--- src/rtl/nfwm_pkg.sv ---
package nfwm_pkg;

   localparam int SAMPLE_BITS    = 24;
   localparam int COUNT_BITS     = 16;
   localparam int MEAN_FRAC_BITS = 16;
   localparam int MEAN_BITS      = SAMPLE_BITS + MEAN_FRAC_BITS;
   localparam int DELTA_BITS     = MEAN_BITS + 1;
   localparam int PROD_BITS      = 2 * DELTA_BITS;
   localparam int SQ_FRAC        = 4;
   localparam int PROD_SHIFT     = 2 * MEAN_FRAC_BITS - SQ_FRAC;
   localparam int TERM_BITS      = PROD_BITS - PROD_SHIFT;
   localparam int SUM_BITS       = 64;
   localparam int DIV_BITS       = 64;
   localparam int DIVISOR_BITS   = 24;
   localparam int SIGMA_BITS     = 32;
   localparam int CSR_IDX_BITS   = 3;
   localparam int CSR_DATA_BITS  = 24;
   localparam int MIN_VALID      = 2;

   // register indexes
   typedef enum logic [CSR_IDX_BITS-1:0] {
      CSR_SAMPLE_COUNT  = 3'd0,
      CSR_MIN_SAMPLES   = 3'd1,
      CSR_MAX_ERR_FRAC  = 3'd2,
      CSR_COUNTS_PER_G  = 3'd3,
      CSR_GOOD_SIGMA    = 3'd4,
      CSR_DEGR_SIGMA    = 3'd5
   } csr_index_type;

   typedef enum logic [1:0] {
      ST_COMPLETED  = 2'd0,
      ST_TOO_FEW    = 2'd1,
      ST_READ_ERR   = 2'd2,
      ST_FEW_VALID  = 2'd3
   } status_type;

   typedef enum logic [1:0] {
      Q_GOOD     = 2'd0,
      Q_DEGRADED = 2'd1,
      Q_FAILED   = 2'd2
   } quality_type;

   typedef enum logic [3:0] {
      S_IDLE,
      S_DIV_MEAN,
      S_MUL,
      S_ERRCHK,
      S_CHECK,
      S_FIN,
      S_VAR,
      S_SQRT,
      S_GDIV,
      S_QUAL
   } state_type;

   typedef struct packed {
      logic                          req_type;
      logic signed [SAMPLE_BITS-1:0] sample;
      logic                          read_error;
   } req_data_type;

   typedef struct packed {
      logic [1:0]            status;
      logic [1:0]            quality;
      logic [SIGMA_BITS-1:0] sigma_counts;
      logic [SIGMA_BITS-1:0] sigma_grams;
      logic [COUNT_BITS-1:0] valid_total;
      logic [COUNT_BITS-1:0] error_total;
   } rsp_data_type;

endpackage

--- src/rtl/nfwm_div.sv ---
module nfwm_div (
   input  logic                              clock,
   input  logic                              reset,
   input  logic                              start,
   input  logic [nfwm_pkg::DIV_BITS-1:0]     dividend,
   input  logic [nfwm_pkg::DIVISOR_BITS-1:0] divisor,
   output logic                              done,
   output logic [nfwm_pkg::DIV_BITS-1:0]     quotient
);
   import nfwm_pkg::*;

   localparam int CNT_BITS = $clog2(DIV_BITS);

   logic [DIV_BITS-1:0]     dvd_ff, dvd_in;
   logic [DIVISOR_BITS-1:0] rem_ff, rem_in;
   logic [DIVISOR_BITS-1:0] dvs_ff, dvs_in;
   logic [CNT_BITS-1:0]     cnt_ff, cnt_in;
   logic                    run_ff, run_in;
   logic                    done_ff, done_in;
   logic [DIVISOR_BITS:0]   rem_sh;
   logic                    fits;

   // one restoring step per cycle, quotient bits shift into the dividend register
   always_comb begin
      rem_sh  = {rem_ff, dvd_ff[DIV_BITS-1]};
      fits    = rem_sh >= {1'b0, dvs_ff};
      dvd_in  = dvd_ff;
      rem_in  = rem_ff;
      dvs_in  = dvs_ff;
      cnt_in  = cnt_ff;
      run_in  = run_ff;
      done_in = 1'b0;
      if (start) begin
         dvd_in = dividend;
         rem_in = '0;
         dvs_in = divisor;
         cnt_in = '0;
         run_in = 1'b1;
      end else if (run_ff) begin
         // remainder stays below the divisor, so it fits the divisor width
         rem_in = fits ? DIVISOR_BITS'(rem_sh - {1'b0, dvs_ff})
                       : rem_sh[DIVISOR_BITS-1:0];
         dvd_in = {dvd_ff[DIV_BITS-2:0], fits};
         cnt_in = cnt_ff + 1'b1;
         if (cnt_ff == CNT_BITS'(DIV_BITS - 1)) begin
            run_in  = 1'b0;
            done_in = 1'b1;
         end
      end
   end

   always_ff @(posedge clock) begin
      if (reset) begin
         run_ff  <= 1'b0;
         done_ff <= 1'b0;
         cnt_ff  <= '0;
      end else begin
         run_ff  <= run_in;
         done_ff <= done_in;
         cnt_ff  <= cnt_in;
      end
      dvd_ff <= dvd_in;
      rem_ff <= rem_in;
      dvs_ff <= dvs_in;
   end

   assign done     = done_ff;
   assign quotient = dvd_ff;

endmodule

--- src/rtl/noise_floor_welford_meter.sv ---
// Noise floor meter: running Welford mean and variance of converter readings.
// Requests enter on req_data with start; a request is taken at a clock edge
// where start is high and busy is low. A request with req_type set opens a
// measurement run of sample_count items and clears the accumulators; sample
// requests then update the running mean and the sum of squared deviations,
// failed reads are only counted. Sample requests outside a run are dropped.
// At most one result per request appears on rsp_data with rsp_valid high for
// one cycle; the receiver must take it then, there is no back-pressure.
// Flow, from the accepting edge until the block can accept again:
// a start request leaves the block idle (its result, if any, is registered
// at the accepting edge); a valid sample runs the 64-step serial divide of
// the mean update, the 41-step shift-add multiply and a run check; a
// failed read has an error check, then a run check unless it aborts.
// The last item of a run adds the 64-step variance divide, the square root,
// the 64-step grams divide and a classify step; a saturated variance or a
// zero counts_per_gram skips the later steps. Registers are written on csr_we;
// the user must write them only while idle; the block itself does not enforce
// it. sample_count is latched when a run opens. Synchronous reset loads
// register defaults and closes any run; no result is pending after reset.
module noise_floor_welford_meter (
   input  logic                               clock,
   input  logic                               reset,
   input  logic                               start,
   output logic                               busy,
   input  nfwm_pkg::req_data_type             req_data,
   output logic                               rsp_valid,
   output nfwm_pkg::rsp_data_type             rsp_data,
   input  logic                               csr_we,
   input  logic [nfwm_pkg::CSR_IDX_BITS-1:0]  csr_index,
   input  logic [nfwm_pkg::CSR_DATA_BITS-1:0] csr_wdata
);
   import nfwm_pkg::*;

   // configuration
   logic [COUNT_BITS-1:0]   sample_count_ff, min_samples_ff, max_err_frac_ff;
   logic [23:0]             counts_per_g_ff, good_sigma_ff, degr_sigma_ff;

   // run state
   state_type               state_ff, state_in;
   logic                    run_active_ff, run_active_in;
   logic [COUNT_BITS-1:0]   items_ff, items_in;
   logic [COUNT_BITS-1:0]   valid_ff, valid_in;
   logic [COUNT_BITS-1:0]   errors_ff, errors_in;
   logic [COUNT_BITS-1:0]   run_len_ff, run_len_in;
   logic [MEAN_BITS-1:0]    mean_ff, mean_in;
   logic [SUM_BITS-1:0]     sum_ff, sum_in;

   // serial datapath
   logic [MEAN_BITS-1:0]    x_ff, x_in;
   logic                    dneg_ff, dneg_in;
   logic [DELTA_BITS-1:0]   mul_a_ff, mul_a_in;
   logic [DELTA_BITS-1:0]   mul_b_ff, mul_b_in;
   logic [DELTA_BITS:0]     mul_hi_ff, mul_hi_in;
   logic [5:0]              cnt_ff, cnt_in;
   logic [SUM_BITS-1:0]     sq_v_ff, sq_v_in;
   logic [SIGMA_BITS-1:0]   sq_rem_ff, sq_rem_in;
   logic [SIGMA_BITS-1:0]   sq_root_ff, sq_root_in;
   logic [SIGMA_BITS-1:0]   sg_ff, sg_in;

   // result
   logic                    rsp_valid_ff, rsp_valid_in;
   rsp_data_type            rsp_ff, rsp_in;

   // divider hookup
   logic                    div_start;
   logic [DIV_BITS-1:0]     div_dividend;
   logic [DIVISOR_BITS-1:0] div_divisor;
   logic                    div_done;
   logic [DIV_BITS-1:0]     div_q;

   nfwm_div u_div (
      .clock    (clock),
      .reset    (reset),
      .start    (div_start),
      .dividend (div_dividend),
      .divisor  (div_divisor),
      .done     (div_done),
      .quotient (div_q)
   );

   // helper terms
   logic                    accept;
   logic [MEAN_BITS-1:0]    x_new;
   logic [DELTA_BITS-1:0]   delta;
   logic [DELTA_BITS-1:0]   delta_mag;
   logic [DELTA_BITS-1:0]   q_ext;
   logic [MEAN_BITS-1:0]    mean_upd;
   logic [DELTA_BITS-1:0]   delta2;
   logic [DELTA_BITS:0]     mul_sum;
   logic [PROD_BITS-1:0]    product;
   logic [TERM_BITS-1:0]    term;
   logic [SUM_BITS:0]       sum_add;
   logic [2*COUNT_BITS-1:0] err_lhs, err_rhs;
   logic                    err_abort;
   logic                    run_done;
   logic                    var_sat;
   logic [SIGMA_BITS+1:0]   sq_sh, sq_trial;
   logic                    sq_fit;
   logic                    too_few;

   always_comb begin
      accept    = start && !busy;
      x_new     = {req_data.sample, {MEAN_FRAC_BITS{1'b0}}};
      delta     = {x_ff[MEAN_BITS-1], x_ff} - {mean_ff[MEAN_BITS-1], mean_ff};
      delta_mag = delta[DELTA_BITS-1] ? -delta : delta;
      q_ext     = div_q[DELTA_BITS-1:0];
      mean_upd  = MEAN_BITS'({mean_ff[MEAN_BITS-1], mean_ff} + (dneg_ff ? -q_ext : q_ext));
      delta2    = {x_ff[MEAN_BITS-1], x_ff} - {mean_upd[MEAN_BITS-1], mean_upd};
      mul_sum   = mul_hi_ff + (mul_b_ff[0] ? {1'b0, mul_a_ff} : '0);
      product   = {mul_hi_ff[DELTA_BITS-1:0], mul_b_ff};
      term      = product[PROD_BITS-1:PROD_SHIFT];
      sum_add   = {1'b0, sum_ff} + {(SUM_BITS+1-TERM_BITS)'(0), term};
      err_lhs   = {errors_ff, {COUNT_BITS{1'b0}}};
      err_rhs   = (2*COUNT_BITS)'(max_err_frac_ff) * (2*COUNT_BITS)'(run_len_ff);
      err_abort = err_lhs > err_rhs;
      run_done  = items_ff >= run_len_ff;
      var_sat   = |div_q[DIV_BITS-1:52];
      sq_sh     = {sq_rem_ff, sq_v_ff[SUM_BITS-1 -: 2]};
      sq_trial  = {sq_root_ff, 2'b01};
      sq_fit    = sq_sh >= sq_trial;
      too_few   = sample_count_ff < min_samples_ff;
   end

   assign busy = state_ff != S_IDLE;

   // next state
   always_comb begin
      state_in = state_ff;
      case (state_ff)
         S_IDLE: begin
            if (accept && !req_data.req_type && run_active_ff) begin
               state_in = req_data.read_error ? S_ERRCHK : S_DIV_MEAN;
            end
         end
         S_DIV_MEAN: begin
            if (div_done) state_in = S_MUL;
         end
         S_MUL: begin
            if (cnt_ff == 6'(DELTA_BITS)) state_in = S_CHECK;
         end
         S_ERRCHK: state_in = err_abort ? S_IDLE : S_CHECK;
         S_CHECK:  state_in = run_done ? S_FIN : S_IDLE;
         S_FIN:    state_in = (valid_ff < COUNT_BITS'(MIN_VALID)) ? S_IDLE : S_VAR;
         S_VAR: begin
            if (div_done) state_in = var_sat ? S_QUAL : S_SQRT;
         end
         S_SQRT: begin
            if (cnt_ff == 6'(SIGMA_BITS - 1)) begin
               state_in = (counts_per_g_ff == '0) ? S_QUAL : S_GDIV;
            end
         end
         S_GDIV: begin
            if (div_done) state_in = S_QUAL;
         end
         S_QUAL:  state_in = S_IDLE;
         default: state_in = S_IDLE;
      endcase
   end

   // datapath and result
   always_comb begin
      run_active_in = run_active_ff;
      items_in      = items_ff;
      valid_in      = valid_ff;
      errors_in     = errors_ff;
      run_len_in    = run_len_ff;
      mean_in       = mean_ff;
      sum_in        = sum_ff;
      x_in          = x_ff;
      dneg_in       = dneg_ff;
      mul_a_in      = mul_a_ff;
      mul_b_in      = mul_b_ff;
      mul_hi_in     = mul_hi_ff;
      cnt_in        = cnt_ff;
      sq_v_in       = sq_v_ff;
      sq_rem_in     = sq_rem_ff;
      sq_root_in    = sq_root_ff;
      sg_in         = sg_ff;
      rsp_valid_in  = 1'b0;
      rsp_in        = rsp_ff;
      div_start     = 1'b0;
      div_dividend  = {(DIV_BITS-DELTA_BITS)'(0), delta_mag};
      div_divisor   = {(DIVISOR_BITS-COUNT_BITS)'(0), valid_ff};
      case (state_ff)
         S_IDLE: begin
            if (accept && req_data.req_type) begin
               // open a run
               items_in  = '0;
               valid_in  = '0;
               errors_in = '0;
               mean_in   = '0;
               sum_in    = '0;
               if (too_few) begin
                  run_active_in = 1'b0;
                  rsp_valid_in  = 1'b1;
                  rsp_in        = '{ST_TOO_FEW, Q_FAILED, '0, '0, '0, '0};
               end else begin
                  run_len_in    = sample_count_ff;
                  run_active_in = 1'b1;
                  if (sample_count_ff == '0) begin
                     run_active_in = 1'b0;
                     rsp_valid_in  = 1'b1;
                     rsp_in        = '{ST_FEW_VALID, Q_FAILED, '0, '0, '0, '0};
                  end
               end
            end else if (accept && run_active_ff) begin
               items_in = items_ff + 1'b1;
               cnt_in   = '0;
               if (req_data.read_error) begin
                  errors_in = errors_ff + 1'b1;
               end else begin
                  valid_in = valid_ff + 1'b1;
                  x_in     = x_new;
               end
            end
         end
         S_DIV_MEAN: begin
            // start the mean divide on entry, once the sample is registered in x_ff
            div_start = (cnt_ff == '0) && !div_done;
            cnt_in    = 6'd1;
            if (div_start) dneg_in = delta[DELTA_BITS-1];
            if (div_done) begin
               mean_in   = mean_upd;
               mul_a_in  = delta_mag;
               mul_b_in  = delta2[DELTA_BITS-1] ? -delta2 : delta2;
               mul_hi_in = '0;
               cnt_in    = '0;
            end
         end
         S_MUL: begin
            // shift-add multiply, one multiplier bit per cycle
            if (cnt_ff == 6'(DELTA_BITS)) begin
               sum_in = sum_add[SUM_BITS] ? '1 : sum_add[SUM_BITS-1:0];
               cnt_in = '0;
            end else begin
               {mul_hi_in, mul_b_in} = {1'b0, mul_sum, mul_b_ff[DELTA_BITS-1:1]};
               cnt_in = cnt_ff + 1'b1;
            end
         end
         S_ERRCHK: begin
            if (err_abort) begin
               run_active_in = 1'b0;
               rsp_valid_in  = 1'b1;
               rsp_in        = '{ST_READ_ERR, Q_FAILED, '0, '0, valid_ff, errors_ff};
            end
         end
         S_CHECK: begin
            cnt_in = '0;
         end
         S_FIN: begin
            if (valid_ff < COUNT_BITS'(MIN_VALID)) begin
               run_active_in = 1'b0;
               rsp_valid_in  = 1'b1;
               rsp_in        = '{ST_FEW_VALID, Q_FAILED, '0, '0, valid_ff, errors_ff};
            end else begin
               div_start    = 1'b1;
               div_dividend = sum_ff;
               div_divisor  = {(DIVISOR_BITS-COUNT_BITS)'(0), valid_ff - 1'b1};
            end
         end
         S_VAR: begin
            if (div_done) begin
               sq_v_in    = {div_q[51:0], 12'b0};
               sq_rem_in  = '0;
               sq_root_in = '0;
               cnt_in     = '0;
               if (var_sat) begin
                  sq_root_in = '1;
                  sg_in      = '1;
               end
            end
         end
         S_SQRT: begin
            // two radicand bits per cycle, partial remainder stays below 2^32 until the unused last step
            sq_v_in    = {sq_v_ff[SUM_BITS-3:0], 2'b00};
            sq_rem_in  = sq_fit ? SIGMA_BITS'(sq_sh - sq_trial) : sq_sh[SIGMA_BITS-1:0];
            sq_root_in = {sq_root_ff[SIGMA_BITS-2:0], sq_fit};
            cnt_in     = cnt_ff + 1'b1;
            if (cnt_ff == 6'(SIGMA_BITS - 1)) begin
               if (counts_per_g_ff == '0) begin
                  sg_in = '1;
               end else begin
                  div_start    = 1'b1;
                  div_dividend = {(DIV_BITS-SIGMA_BITS-8)'(0),
                                  sq_root_ff[SIGMA_BITS-2:0], sq_fit, 8'b0};
                  div_divisor  = counts_per_g_ff;
               end
            end
         end
         S_GDIV: begin
            if (div_done) begin
               sg_in = (|div_q[DIV_BITS-1:SIGMA_BITS]) ? '1 : div_q[SIGMA_BITS-1:0];
            end
         end
         S_QUAL: begin
            run_active_in = 1'b0;
            rsp_valid_in  = 1'b1;
            rsp_in.status       = ST_COMPLETED;
            rsp_in.sigma_counts = sq_root_ff;
            rsp_in.sigma_grams  = sg_ff;
            rsp_in.valid_total  = valid_ff;
            rsp_in.error_total  = errors_ff;
            if (sg_ff < {8'b0, good_sigma_ff}) rsp_in.quality = Q_GOOD;
            else if (sg_ff < {8'b0, degr_sigma_ff}) rsp_in.quality = Q_DEGRADED;
            else rsp_in.quality = Q_FAILED;
         end
         default: begin
         end
      endcase
   end

   // configuration writes
   always_ff @(posedge clock) begin
      if (reset) begin
         sample_count_ff <= 16'd100;
         min_samples_ff  <= 16'd2;
         max_err_frac_ff <= 16'd3277;
         counts_per_g_ff <= 24'd107520;
         good_sigma_ff   <= 24'd128;
         degr_sigma_ff   <= 24'd512;
      end else if (csr_we) begin
         case (csr_index)
            CSR_SAMPLE_COUNT: sample_count_ff <= csr_wdata[COUNT_BITS-1:0];
            CSR_MIN_SAMPLES:  min_samples_ff  <= csr_wdata[COUNT_BITS-1:0];
            CSR_MAX_ERR_FRAC: max_err_frac_ff <= csr_wdata[COUNT_BITS-1:0];
            CSR_COUNTS_PER_G: counts_per_g_ff <= csr_wdata;
            CSR_GOOD_SIGMA:   good_sigma_ff   <= csr_wdata;
            CSR_DEGR_SIGMA:   degr_sigma_ff   <= csr_wdata;
            default: begin
            end
         endcase
      end
   end

   // state registers
   always_ff @(posedge clock) begin
      if (reset) begin
         state_ff      <= S_IDLE;
         run_active_ff <= 1'b0;
         items_ff      <= '0;
         valid_ff      <= '0;
         errors_ff     <= '0;
         run_len_ff    <= '0;
         mean_ff       <= '0;
         sum_ff        <= '0;
         cnt_ff        <= '0;
         rsp_valid_ff  <= 1'b0;
      end else begin
         state_ff      <= state_in;
         run_active_ff <= run_active_in;
         items_ff      <= items_in;
         valid_ff      <= valid_in;
         errors_ff     <= errors_in;
         run_len_ff    <= run_len_in;
         mean_ff       <= mean_in;
         sum_ff        <= sum_in;
         cnt_ff        <= cnt_in;
         rsp_valid_ff  <= rsp_valid_in;
      end
      x_ff       <= x_in;
      dneg_ff    <= dneg_in;
      mul_a_ff   <= mul_a_in;
      mul_b_ff   <= mul_b_in;
      mul_hi_ff  <= mul_hi_in;
      sq_v_ff    <= sq_v_in;
      sq_rem_ff  <= sq_rem_in;
      sq_root_ff <= sq_root_in;
      sg_ff      <= sg_in;
      rsp_ff     <= rsp_in;
   end

   assign rsp_valid = rsp_valid_ff;
   assign rsp_data  = rsp_ff;

endmodule
--- config.mk ---
export PLATFORM = sky130hd
export DESIGN_NAME = noise_floor_welford_meter
export DESIGN_NICKNAME = d
export VERILOG_FILES = /design/src/rtl/nfwm_pkg.sv /design/src/rtl/nfwm_div.sv /design/src/rtl/noise_floor_welford_meter.sv
export SDC_FILE = /design/constraint.sdc
export NUM_CORES = 2
export LEC_CHECK = 0
export BUFFER_PORTS_ARGS = -buffer_cell sky130_fd_sc_hd__buf_2
export CAP_MARGIN = 20
export CORE_ASPECT_RATIO = 1.5
export CORE_MARGIN = 5
export CORE_UTILIZATION = 60
export CTS_CLUSTER_DIAMETER = 40
export CTS_CLUSTER_SIZE = 25
export DETAILED_ROUTE_END_ITERATION = 8
export PLACE_DENSITY = 0.75
export SLEW_MARGIN = 20
export SYNTH_ARGS = -nofsm -noshare
export SYNTH_HDL_FRONTEND = slang
export SYNTH_HIERARCHICAL = 1
export SYNTH_SLANG_ARGS = --single-unit
--- constraint.sdc ---
create_clock -name clock -period 35.5 [get_ports clock]
set_input_delay 1.775 -clock clock [delete_from_list [all_inputs] [get_ports clock]]
set_output_delay 1.775 -clock clock [all_outputs]
set_load 0.05 [all_outputs]
# == Word-level counts from Yosys, hierarchy flattened ==
# Cells that the tools add are included.
# W data, S select, Z words.
# totals
register_bits,829
out_inout_bits,102
inputBits,57
wordCells,248
# op_classes
order_cmp,8
addsub,16
bitwise,4
n_eq_ne,33
n_mux,98
mul,1
n_reduce_logical,51
# ops
cell,n
$mux W100,5
$mux W64,7
$pmux W100 S4,1
$pmux W64 S2,3
$mux W32,10
$mux W41,7
$mux W16,9
$pmux W32 S2,2
$mux W40,3
$pmux W32 S3,1
$mux W42,2
$pmux W42 S2,1
$neg A41 Y41,2
$pmux W41 S2,1
$sub A40 B40 Y41,2
$pmux W40 S2,1
$mux W24,3
$add A64 B54 Y65,1
$lt A32 B24 Y1,2
$add A16 B1 Y16 const B,3
$pmux W24 S2,1
$add A42 B41 Y42,1
$add A40 B40 Y40,1
$neg A40 Y40,1
other kinds (53),141

# == Depth between registers and ports, before layout ==
# logic_depth
word_depth,8
ltp_mapped,39
mapped_depth_nobuf,38

# == Modules after synthesis ==
# Netlist, hierarchy kept.
# by_module_without_submodules
module,area_each_um2,seq_area_each_um2,cells_each,n_inst
noise_floor_welford_meter,53042.1,17897.2,6092,1
nfwm_div,6302.3,3283.1,540,1

# == Least setup slack after synthesis ==
# No wires, ideal clock.
# synth_path
path_type,register to register
start,register run_len_ff[3]
end,register rsp_ff (netlist bit rsp_data[0]) (enable)
arrival_time_ps,12115
stages_incl_launch_ff,37
path_slack_ps,22813
setup_time_ps,572
t_required_ps,34928
path_cell_list,dfxtp_1 > clkbuf_1 > clkbuf_1 > nand2_1 > fa_1 > fa_1 > fa_1 > fa_1 > inv_1 > fa_1 > inv_1 > fa_1 > inv_1 > ha_1 > o21a_1 > o21ai_0 > nor2_1 > o31ai_1 > a31oi_1 > a41oi_1 > a211oi_1 > o31ai_1 > nand2b_1 > a21o_1 > a21o_1 > a21oi_1 > xor2_1 > ha_1 > nand4_1 > a2111oi_0 > nand2_1 > a2111oi_0 > o2111ai_1 > nor4_1 > o211a_1 > nor2_1 > nor2b_1
# synth_via
elab_chain_cells,4
# synth_lines
item,line,source
"start, declared",noise_floor_welford_meter.sv:44,"logic [COUNT_BITS-1:0] run_len_ff, run_len_in;"
"start signal, assigned",noise_floor_welford_meter.sv:354,run_len_ff <= run_len_in;
$mul A16 B16 Y32,noise_floor_welford_meter.sv:114,err_rhs = (2*COUNT_BITS)'(max_err_frac_ff) * (2*COUNT_BITS)'(run_len_ff);
$gt A32 B32 Y1,noise_floor_welford_meter.sv:115,err_abort = err_lhs > err_rhs;
$ne A2 B2 Y1 (no source line),n/a,
$reduce_and A5 Y1 (no source line),n/a,
"end signal, assigned",noise_floor_welford_meter.sv:369,rsp_ff <= rsp_in;
"end, declared",noise_floor_welford_meter.sv:62,"rsp_data_type rsp_ff, rsp_in;"
# Every way passes these cells.
# A chain may end at the register's enable or synchronous reset.

# == Worst setup path after layout ==
# layout_path
start,register run_len_ff[3]
end,register rsp_ff (netlist bit rsp_data[95]) (enable)
# Same word-level chain as after synthesis.

==> impl_metrics.toml <==
[yosys]
ys_seq_area_share_pct = 35.7
synth_area_um2 = 59300
synthCells = 6632
yosysWarnings = 6
yosysUniqueCellTypes = 106
synth_top_family_by_area = "simple AND/OR/NAND/NOR gates"
synth_edf_count = 484
postSynth.asyncResetShare_pct = 0
synth_fp_nets = 7335
avgSynthCellArea_um2 = 8.95
synth-seq-cells = 816
synth_mux_area_share_pct = 1.78
synthFlopType = "edfxtp_1"
synth_fa_ha_area_share_pct = 16.1
synthSimpleGateAreaFrac_pct = 19.6
synth_compound_area_share_pct = 16.0
synth_xor_area_share_pct = 5.70

[critical_path]
crit_top_cell = "fa_1"
worstPathRequired_ns = 35.85
cp_data_arrival_time_ns = 11.19
critPathSlowestCell = "dfxtp_1"
reg2reg_slack_ns = 24.66
cp-start-kind = "flop"
critPathCaptureType = "flop"
critPathMaxFanout = 65
critical_path_class = "reg -> reg"
slowest_delay_ns = 0.88

[power]
swShare_pct = 40.6
clock_power_share_pct = 27.8
combPwrFrac_pct = 38.9
cellPowerDensity_nw_per_um2 = 61.4
internal_power_uw = 2360
power_uw = 3980
p_seq_share_pct = 33.4
netSwitchingPower_uw = 1620
vdd_drop_max_mv = 0.0661
leakagePower_uw = 0.0269

[final_layout]
syn_to_final_growth_pct = 9.11
mostFrequentLayoutCell = "nand2_1"
final_util_pct = 65.8
num-nets-final = 7344
final_area_um2 = 64700
most-common-layout-cells = "nand2_1 (898), a21oi_1 (529), inv_1 (495)"
fillers = 8184
layout-drive-gt1-share_pct = 8.43

[global_routing]
grt_max_degree = 163
grt_pass1_wl_um = 278000
antenna_found_initial = 5
grt_pass1_vias = 49200
grt_overflow_total = 0
track_usage_pct = 33.6

[cts]
cts_resized = 0
ctsHoldBuffers = 0
cts_max_level = 3
clk_latency_ns = 0.74
numCtsBuffers = 100
cts_tree = "yes"
ctsRootBufferMaster = "clkbuf_16"
cts_num_sinks = 816
clkTransAtPathRegs_ns = 0.07
cts_buffer_depth = 3
post-cts-setup-buffers = 0

[floorplan]
die_h_um = 395
core_area_um2 = 98400
die_area_um2 = 105000
io_pins = 159
die_w_um = 267
fp-row-count = 141
initial_core_util_pct = 60.3

[job]
maxCapViolCount = 0

[sta]
post-route-period-util_pct = 30.5
final_critical_path_setup_slack_ns = 24.66
worstMarginPinSlew_ns = 1.13
setup_viol = 0
post-route-min-period_ns = 10.84
hold_viol = 0
rsz0062_at_grt = "no"
fmax_mhz = 92.2
finalSetupTns_ns = 0
drv_slew = 0
maxSlewHeadroom_pct = 24.1
fin_skew_ns = 0.0583

[route]
drtPass1Iterations = 8
wl_per_cell_um = 22.7
drt-total-wl_um = 182000
vias = 49800
drc = 0
vias_per_cell = 6.21
drt_iter0_markers = 4396
ant_nets = 0

[place]
place_area_um2 = 61100
place_congestion = 0.955
dpl.hpwl_um = 138000
portBuffers = 158
dp_slack_ns = 24.38

[worst_hold_path]
hp-class = "reg -> reg"

[outcome]
outcome = "completed"
## metal layers
| metal | global-route usage (%) | wire (µm) | vias up |
|---|---|---|---|
| li1 | - | - | 23300 |
| met1 | 35.8 | 62800 | 23900 |
| met2 | 59.1 | 91400 | 1845 |
| met3 | 4.45 | 9900 | 726 |
| met4 | 26.8 | 18000 | 0 |
| met5 | 0 | 0 | - |
## per-stage QoR
stage	instances	hold slack, ns
after global placement	7826	0.441
after CTS	8016	0.457
final	8019	0.454
after detailed placement	7826	0.447
after floorplan	6632	0.436
after global routing	8016	0.467
## cell families after synthesis
| kind of cell | after synthesis |
|---|---|
| AOI/OAI and AO/OA | 1479 |
| xor gates and xnor gates | 383 |
| muxes | 97 |
| and+or+nand+nor | 2414 |
| adders and majority gates | 646 |
| DFF | 816 |
| buffers and inverters | 797 |
## cells in the mapped netlist (147+ instances only)
master      n  area [µm²]
a21o_1    166        1250
a21oi_1   529        2650
and2_1    255        1600
clkbuf_1  269        1010
dfxtp_1   332        6650
edfxtp_1  484       14500
fa_1      198        3960
ha_1      448        5610
inv_1     496        1860
nand2_1   899        3370
nand3_1   170         851
nor2_1    439        1650
nor3_1    147         736
o21ai_0   248        1240
xnor2_1   224        1960
xor2_1    156        1370
## critical path, delay by kind of cell, from the launching register on
family,cells,cell delay (ns)
AND/OR/NAND/NOR,8,1.52
buffers and inverters,4,0.49
XOR/XNOR,1,0.10
flip-flops,1,0.88
AO/OA/AOI/OAI,14,3.69
adder cells (fa/ha/maj),8,3.68
## power groups by stage
stage | Combinational (µW) | Sequential, µW | Clock, µW
4_1_cts | 1530 | 1320 | 1120
3_5_place_dp | 1520 | 1340 | 0
2_1_floorplan | 1080 | 1350 | 0
5_1_grt | 1670 | 1330 | 1160
6_report | 1550 | 1330 | 1100
3_3_place_gp | 1490 | 1340 | 0
## sequential cells by signal, indices dropped and copies added (netlist names), 24 cells and up
name	count
degr_sigma_ff	24
mul_b_ff	41
mul_a_ff	41
u_div/dvs_ff	24
sg_ff	32
u_div/rem_ff	24
u_div/quotient	64
mean_ff	40
sq_rem_ff	32
good_sigma_ff	24
sum_ff	64
sq_root_ff	32
sq_v_ff	52
counts_per_g_ff	24
x_ff	24
rsp_data	100
mul_hi_ff	41
## cell type report
class	count	area, µm²	area share (%)
Timing Repair Buffer	206	1170	1.81
Antenna cell	3	7.51	0.0116
Tap cell	1287	1610	2.49
Sequential cell	816	21200	32.7
Multi-Input combinational cell	5019	35300	54.5
Inverter	498	1870	2.89
Clock inverter	84	1070	1.65
Clock buffer	106	2580	3.98
## final timing paths
path / from / to / cells past startpoint
setup / recovery: run_len_ff[3] / rsp_data[95] / 35
hold / removal: min_samples_ff[12] / min_samples_ff[12] / 2
setup reg to reg: run_len_ff[3] / rsp_data[95] / 35
hold reg to reg: min_samples_ff[12] / min_samples_ff[12] / 2
No activity file was read; power rests on OpenSTA's default activity.
